[config.mk]
export PLATFORM = sky130hd
export DESIGN_NAME = type_length_message_deframer_unit
export DESIGN_NICKNAME = d
export VERILOG_FILES = /design/src/hw/rtl/tlmd_pkg.sv /design/src/hw/rtl/tlmd_front.sv /design/src/hw/rtl/tlmd_queue.sv /design/src/hw/rtl/tlmd_back.sv /design/src/hw/rtl/type_length_message_deframer_unit.sv
export SDC_FILE = /design/constraint.sdc
export NUM_CORES = 1
export LEC_CHECK = 0
export ABC_AREA = 1
export ABC_CLOCK_PERIOD_IN_PS = 5100
export BUFFER_PORTS_ARGS = -buffer_cell sky130_fd_sc_hd__buf_2
export CORE_MARGIN = 1.5
export CORE_UTILIZATION = 55
export DETAILED_ROUTE_END_ITERATION = 7
export PLACE_DENSITY = 0.79
export SYNTH_ARGS = -nofsm -noshare
export SYNTH_HDL_FRONTEND = slang
export SYNTH_SLANG_ARGS = --single-unit
[constraint.sdc]
create_clock -name clk -period 5.1 [get_ports clk]
set_clock_uncertainty 0.1 [all_clocks]
set_input_delay 1.02 -clock clk [delete_from_list [all_inputs] [get_ports clk]]
set_output_delay 1.02 -clock clk [all_outputs]
set_load 0.02 [all_outputs]
[src/hw/rtl/tlmd_pkg.sv]
// Shared types, result codes and defaults for the type-length message deframer.
package tlmd_pkg;

  localparam int MAX_PAYLOAD_DEFAULT = 16384;
  localparam int QUEUE_DEPTH_DEFAULT = 4;
  localparam int FATAL_ERRORS = 5;
  localparam int BYTE_BITS = 8;
  localparam int LEN_BITS = 16;
  localparam int TALLY_BITS = 3;

  typedef logic [1:0] kind_t;

  localparam kind_t KIND_PAYLOAD = 2'd0;
  localparam kind_t KIND_EMPTY = 2'd1;
  localparam kind_t KIND_OVERSIZE = 2'd2;
  localparam kind_t KIND_FATAL = 2'd3;

  typedef struct packed {
    kind_t kind;
    logic [BYTE_BITS-1:0] msg_type;
    logic [BYTE_BITS-1:0] payload_byte;
    logic [LEN_BITS-1:0] payload_index;
    logic [LEN_BITS-1:0] msg_length;
    logic last;
  } result_t;

endpackage

[src/hw/rtl/tlmd_front.sv]
// Front part: parses header and payload bytes; each payload byte and each empty or oversized header gives a result.
module tlmd_front #(
  parameter int MAX_PAYLOAD = tlmd_pkg::MAX_PAYLOAD_DEFAULT
) (
  input  logic clk,
  input  logic rst,
  input  logic in_valid,
  input  logic [tlmd_pkg::BYTE_BITS-1:0] in_byte,
  output logic res_valid,
  output tlmd_pkg::result_t res
);
  import tlmd_pkg::*;

  localparam logic [1:0] PH_TYPE = 2'd0;
  localparam logic [1:0] PH_LEN_LO = 2'd1;
  localparam logic [1:0] PH_LEN_HI = 2'd2;
  localparam logic [1:0] PH_PAYLOAD = 2'd3;
  localparam logic [LEN_BITS-1:0] MAX_LEN = LEN_BITS'(MAX_PAYLOAD);
  localparam logic [TALLY_BITS-1:0] FATAL_TALLY = TALLY_BITS'(FATAL_ERRORS);

  logic [1:0] phase, phase_next;
  logic [BYTE_BITS-1:0] held_type, held_type_next;
  logic [BYTE_BITS-1:0] length_low, length_low_next;
  logic [LEN_BITS-1:0] declared_length, declared_length_next;
  logic [LEN_BITS-1:0] byte_position, byte_position_next;
  logic [TALLY_BITS-1:0] error_tally, error_tally_next;
  logic halted, halted_next;

  logic [LEN_BITS-1:0] new_length;
  logic [LEN_BITS:0] position_plus;
  logic fin;

  assign new_length = {in_byte, length_low};
  assign position_plus = {1'b0, byte_position} + (LEN_BITS+1)'(1);
  assign fin = position_plus >= {1'b0, declared_length};

  always_comb begin
    phase_next = phase;
    held_type_next = held_type;
    length_low_next = length_low;
    declared_length_next = declared_length;
    byte_position_next = byte_position;
    error_tally_next = error_tally;
    halted_next = halted;
    res_valid = 1'b0;
    res.kind = KIND_PAYLOAD;
    res.msg_type = held_type;
    res.payload_byte = '0;
    res.payload_index = '0;
    res.msg_length = declared_length;
    res.last = 1'b1;
    if (in_valid && !halted) begin
      unique case (phase)
        PH_TYPE: begin
          held_type_next = in_byte;
          phase_next = PH_LEN_LO;
        end
        PH_LEN_LO: begin
          length_low_next = in_byte;
          phase_next = PH_LEN_HI;
        end
        PH_LEN_HI: begin
          declared_length_next = new_length;
          byte_position_next = '0;
          res.msg_length = new_length;
          if (new_length > MAX_LEN) begin
            error_tally_next = error_tally + TALLY_BITS'(1);
            phase_next = PH_TYPE;
            res_valid = 1'b1;
            if (error_tally_next < FATAL_TALLY) begin
              res.kind = KIND_OVERSIZE;
            end else begin
              res.kind = KIND_FATAL;
              halted_next = 1'b1;
            end
          end else if (new_length == '0) begin
            phase_next = PH_TYPE;
            res_valid = 1'b1;
            res.kind = KIND_EMPTY;
          end else begin
            phase_next = PH_PAYLOAD;
          end
        end
        PH_PAYLOAD: begin
          res_valid = 1'b1;
          res.kind = KIND_PAYLOAD;
          res.payload_byte = in_byte;
          res.payload_index = byte_position;
          res.last = fin;
          if (fin) begin
            phase_next = PH_TYPE;
            byte_position_next = '0;
          end else begin
            byte_position_next = position_plus[LEN_BITS-1:0];
          end
        end
        default: begin
          phase_next = PH_TYPE;
        end
      endcase
    end
  end

  always_ff @(posedge clk) begin
    if (rst) begin
      phase <= PH_TYPE;
      held_type <= '0;
      length_low <= '0;
      declared_length <= '0;
      byte_position <= '0;
      error_tally <= '0;
      halted <= 1'b0;
    end else begin
      phase <= phase_next;
      held_type <= held_type_next;
      length_low <= length_low_next;
      declared_length <= declared_length_next;
      byte_position <= byte_position_next;
      error_tally <= error_tally_next;
      halted <= halted_next;
    end
  end

endmodule

[src/hw/rtl/tlmd_queue.sv]
// Short result queue that decouples the parser from the output stage.
module tlmd_queue #(
  parameter int DEPTH = tlmd_pkg::QUEUE_DEPTH_DEFAULT
) (
  input  logic clk,
  input  logic rst,
  input  logic wr_en,
  input  tlmd_pkg::result_t wr_data,
  input  logic rd_en,
  output tlmd_pkg::result_t rd_data,
  output logic q_empty,
  output logic q_full
);
  import tlmd_pkg::*;

  localparam int PTR_W = (DEPTH > 1) ? $clog2(DEPTH) : 1;
  localparam int CNT_W = $clog2(DEPTH + 1);
  localparam logic [PTR_W-1:0] LAST_PTR = PTR_W'(DEPTH - 1);

  result_t entries [DEPTH];
  logic [PTR_W-1:0] wr_ptr, rd_ptr;
  logic [CNT_W-1:0] count;
  logic do_wr, do_rd;

  assign q_empty = count == '0;
  assign q_full = count == CNT_W'(DEPTH);
  assign do_wr = wr_en && !q_full;
  assign do_rd = rd_en && !q_empty;
  assign rd_data = entries[rd_ptr];

  always_ff @(posedge clk) begin
    if (do_wr) begin
      entries[wr_ptr] <= wr_data;
    end
  end

  always_ff @(posedge clk) begin
    if (rst) begin
      wr_ptr <= '0;
      rd_ptr <= '0;
      count <= '0;
    end else begin
      if (do_wr) begin
        wr_ptr <= (wr_ptr == LAST_PTR) ? '0 : wr_ptr + PTR_W'(1);
      end
      if (do_rd) begin
        rd_ptr <= (rd_ptr == LAST_PTR) ? '0 : rd_ptr + PTR_W'(1);
      end
      if (do_wr && !do_rd) begin
        count <= count + CNT_W'(1);
      end else if (do_rd && !do_wr) begin
        count <= count - CNT_W'(1);
      end
    end
  end

endmodule

[src/hw/rtl/tlmd_back.sv]
// Back part: output register that presents the oldest result until it is popped.
module tlmd_back (
  input  logic clk,
  input  logic rst,
  input  logic q_empty,
  input  tlmd_pkg::result_t q_data,
  output logic q_take,
  input  logic pop,
  output logic empty,
  output tlmd_pkg::result_t out
);
  import tlmd_pkg::*;

  logic out_valid;

  assign empty = !out_valid;
  assign q_take = !q_empty && (!out_valid || pop);

  always_ff @(posedge clk) begin
    if (q_take) begin
      out <= q_data;
    end
  end

  always_ff @(posedge clk) begin
    if (rst) begin
      out_valid <= 1'b0;
    end else if (q_take) begin
      out_valid <= 1'b1;
    end else if (pop) begin
      out_valid <= 1'b0;
    end
  end

endmodule

[src/hw/rtl/type_length_message_deframer_unit.sv]
// Top level of the type-length message deframer: parser, result queue and output stage.
// Throughput is one byte per cycle while full is low; the parser takes every accepted byte.
// A result is queued at the edge that accepts its byte and then moves to the output register.
// Header bytes give a result only for a zero or oversized length; none after a fatal result.
// Reset is synchronous and clears the parser state, the error count, the queue and the output.
module type_length_message_deframer_unit #(
  parameter int MAX_PAYLOAD = tlmd_pkg::MAX_PAYLOAD_DEFAULT,
  parameter int QUEUE_DEPTH = tlmd_pkg::QUEUE_DEPTH_DEFAULT
) (
  input  logic clk,
  input  logic rst,
  input  logic push,
  output logic full,
  input  logic [7:0] rx_byte,
  output logic empty,
  input  logic pop,
  output logic [1:0] kind,
  output logic [7:0] msg_type,
  output logic [7:0] payload_byte,
  output logic [15:0] payload_index,
  output logic [15:0] msg_length,
  output logic last
);
  import tlmd_pkg::*;

  logic in_valid;
  logic res_valid;
  result_t res;
  result_t q_data;
  result_t out;
  logic q_empty, q_full, q_take;

  assign full = q_full;
  assign in_valid = push && !full;

  tlmd_front #(.MAX_PAYLOAD(MAX_PAYLOAD)) u_front (
    .clk(clk),
    .rst(rst),
    .in_valid(in_valid),
    .in_byte(rx_byte),
    .res_valid(res_valid),
    .res(res)
  );

  tlmd_queue #(.DEPTH(QUEUE_DEPTH)) u_queue (
    .clk(clk),
    .rst(rst),
    .wr_en(res_valid),
    .wr_data(res),
    .rd_en(q_take),
    .rd_data(q_data),
    .q_empty(q_empty),
    .q_full(q_full)
  );

  tlmd_back u_back (
    .clk(clk),
    .rst(rst),
    .q_empty(q_empty),
    .q_data(q_data),
    .q_take(q_take),
    .pop(pop),
    .empty(empty),
    .out(out)
  );

  assign kind = out.kind;
  assign msg_type = out.msg_type;
  assign payload_byte = out.payload_byte;
  assign payload_index = out.payload_index;
  assign msg_length = out.msg_length;
  assign last = out.last;

endmodule

==> impl_results.md <==
- Synthesized net count: 1140
- Setup Fix Bufs, Post-CTS: 0
- CP Data Required Time: 5460 ps
- Reg2Reg Setup Slack: 1710 ps
- Final worst slack: 1710 ps
- Post-synth top flop: edfxtp_1
- Post-DP HPWL: 16.2 mm
- Area growth, synth to finish: 12.6%
- Num CTS Buffers: 31
- Distinct cells, synth: 32
- Setup Viol. Count Final: 0
- Synth top cells by count: 255 x edfxtp_1, 154 x nor2_1, 123 x o21ai_0
- Drt wl/cell: 18.2 µm
- Cells after Synth: 1103
- Max VDD drop: 389 µV
- Worst slew margin: 32.8%
- Asr flop ratio synth: 0%
- Worst-Margin Slew: 1010 ps
- Most common cell in the synthesized netlist: edfxtp_1
- Syn avg cell area: 11.6 µm²
- Min-delay src: u_front.error_tally[2]
- Worst R2R Path Depth: 21
- Core ar.: 22700 µm²
- Final slew viol count: 0
- Fin area: 14400 µm²
- Die Height: 155 µm
- Setup Slack @ Placement: 1360 ps
- R2R Path Start: u_front.byte_position[8]
- Clock root cell: clkbuf_16
- Clk pin slew, worst setup/hold paths: 60 ps
- ANT cells: 0
- GRT Util Overall: 22.5%
- Max clock buf depth: 3
- PortBufs: 64
- CP Launch Point: u_front.byte_position[8]
- Ys Warns: 0
- Lkg Pwr: 5.24 nW
- Number of clock sinks: 317
- Worst-Skew Late Latency: 560 ps
- Final design utilization: 63.4%
- Synth top area share: 59.9%
- # rows: 55
- Vias in the first global route: 8031
- Die Wd: 155 µm
- P per Cell Area: 507 nW/µm²
- CP Max Fanout: 17
- H-tree levels: 1
- Placed Area: 13400 µm²
- Post-layout min period: 3390 ps
- Total global routing overflow: 0
- Routed Wire Length: 26.7 mm
- Antenna Nets Post-Route: 0
- Routed vias/inst: 5.72
- Mapped Area: 12800 µm²
- # IOs: 65
- CTS Hold Bufs: 0
- Cts repair resizes: 0
- Fin. Hold Viols: 0
- Top cells by area in the synthesized netlist: edfxtp_1 60%, dfxtp_1 9.7%, o21ai_0 4.8%, nor2_1 4.5%, inv_1 3.3%
- FILL cells: 1712
- Post-synth EDFFs: 255
- Synth Register Bits: 317
- Initial antenna violation count: 0
- Fraction of layout cells with a size suffix above 1: 12.6%
- Final Cycle Share: 66.5%
- Setup tns final: 0 ps
- WP data arrival: 3750 ps
- Starting Density: 56.3%
- Status: complete, no violations
- WS Path Type: reg2reg
- Fin nets: 1196
- RSZ-0062 raised after global routing: false
- RR Endpoint: u_front.phase[0]
- DR vias: 8404
- Die area: 24200 µm²
- Crit end category: flop
- Min-delay worst type: reg2reg
- Worst Setup Start Kind: flop
- RePlAce Congestion: 0.907
- Final Power: 7.30 mW
- Largest net degree at the start of global routing: 105
- Pre-Repair DR Iteration Count: 5
- Max-cap violations: 0
- Fmax: 295 MHz
- Post-route DRC: 0
- CTS tree: yes
- First-pass GRT wire length: 42.6 mm
- Largest area contributor in the netlist: edfxtp_1
- Starting DRT DRC Count: 871
- Seq/Total Area, Yosys: 69.6%
- Hold endpoint: u_front.error_tally[2]
- Worst hold path cell count: 2
cell usage in the layout, fill, tap and decap left out, types with 22 or more instances in the layout:
cell	instances
nor2_1	150
dfxtp_1	61
a21oi_1	58
buf_2	64
o21ai_0	123
ha_1	24
clkbuf_16	31
edfxtp_1	255
nor3_1	22
nand2_1	103
nand3_1	28
inv_1	109
o22ai_1	51
registers in the layout, summed over array words and instances, names as in the netlist, 2 cells and up:
signal                   count
u_queue.count                3
u_queue.wr_ptr               2
u_queue.entries            204
u_front.phase                2
u_front.held_type            8
u_front.error_tally          3
u_front.declared_length     16
u_back.out                  51
u_queue.rd_ptr               2
u_front.byte_position       16
u_front.length_low           8
layout make-up:
type | instances | area [µm²] | area share [%]
Sequential cell | 317 | 8900 | 61.8
Multi-Input combinational cell | 619 | 3280 | 22.8
Clock buffer | 41 | 833 | 5.79
Timing Repair Buffer | 76 | 435 | 3.02
Inverter | 114 | 428 | 2.97
Tap cell | 285 | 357 | 2.48
Clock inverter | 16 | 160 | 1.11
per-stage QoR:
stage / hold slack (ps) / instances
CTS: 390 / 1468
detailed placement: 380 / 1411
global placement: 363 / 1411
floorplan: 349 / 1103
global route: 425 / 1468
finish: 388 / 1468
critical path, stage by stage, from the launching register on:
cell and delay, ps:
dfxtp_1 450, nand2_1 120, nor2_1 290, nand3_1 190, nor2_1 140, nand2_1 70, nand2_1 120, inv_1 60
ha_1 260, nand2_1 50, inv_1 60, nand2_1 70, nor2_1 240, a21oi_1 110, nand2_1 70, nand2_1 50
nand2_1 50, nand2_1 310, nand2_1 280, nand3_1 90, nand2_1 70, nor2_1 50
routing by layer:
metal / vias up / track usage [%] / wire length, µm
met2: 316 / 37.7 / 13100
met3: 57 / 2.90 / 1650
li1: 3993 / - / -
met1: 4038 / 31.1 / 11400
met5: - / 0 / 0
met4: 0 / 6.53 / 554
report_power, final:
part | internal (mW) | switching [mW]
clock | 1.30 | 0.918
sequential | 3.23 | 0.0977
combinational | 0.461 | 1.29
logic make-up (layout without fill, tap and decap cells):
family | count (synthesis) | after routing | share of synthesized area, %
simple gates | 323 | 323 | 10.5
flops | 317 | 317 | 69.6
compound gates | 261 | 261 | 11.7
buf+inv | 167 | 247 | 5.07
fa+ha+maj | 25 | 25 | 2.50
xor+xnor | 10 | 10 | 0.685
worst max path at each step:
stage	to	slack, ps
finish	u_front.phase[0]	1710
global route	u_front.phase[1]	1290
CTS	u_queue.entries[1][0]	1760
detailed placement	u_queue.count[2]	1360
global placement	u_queue.count[2]	1400
floorplan	u_queue.entries[0][0]	670
Note: power is estimated with default switching activity, not from simulation.
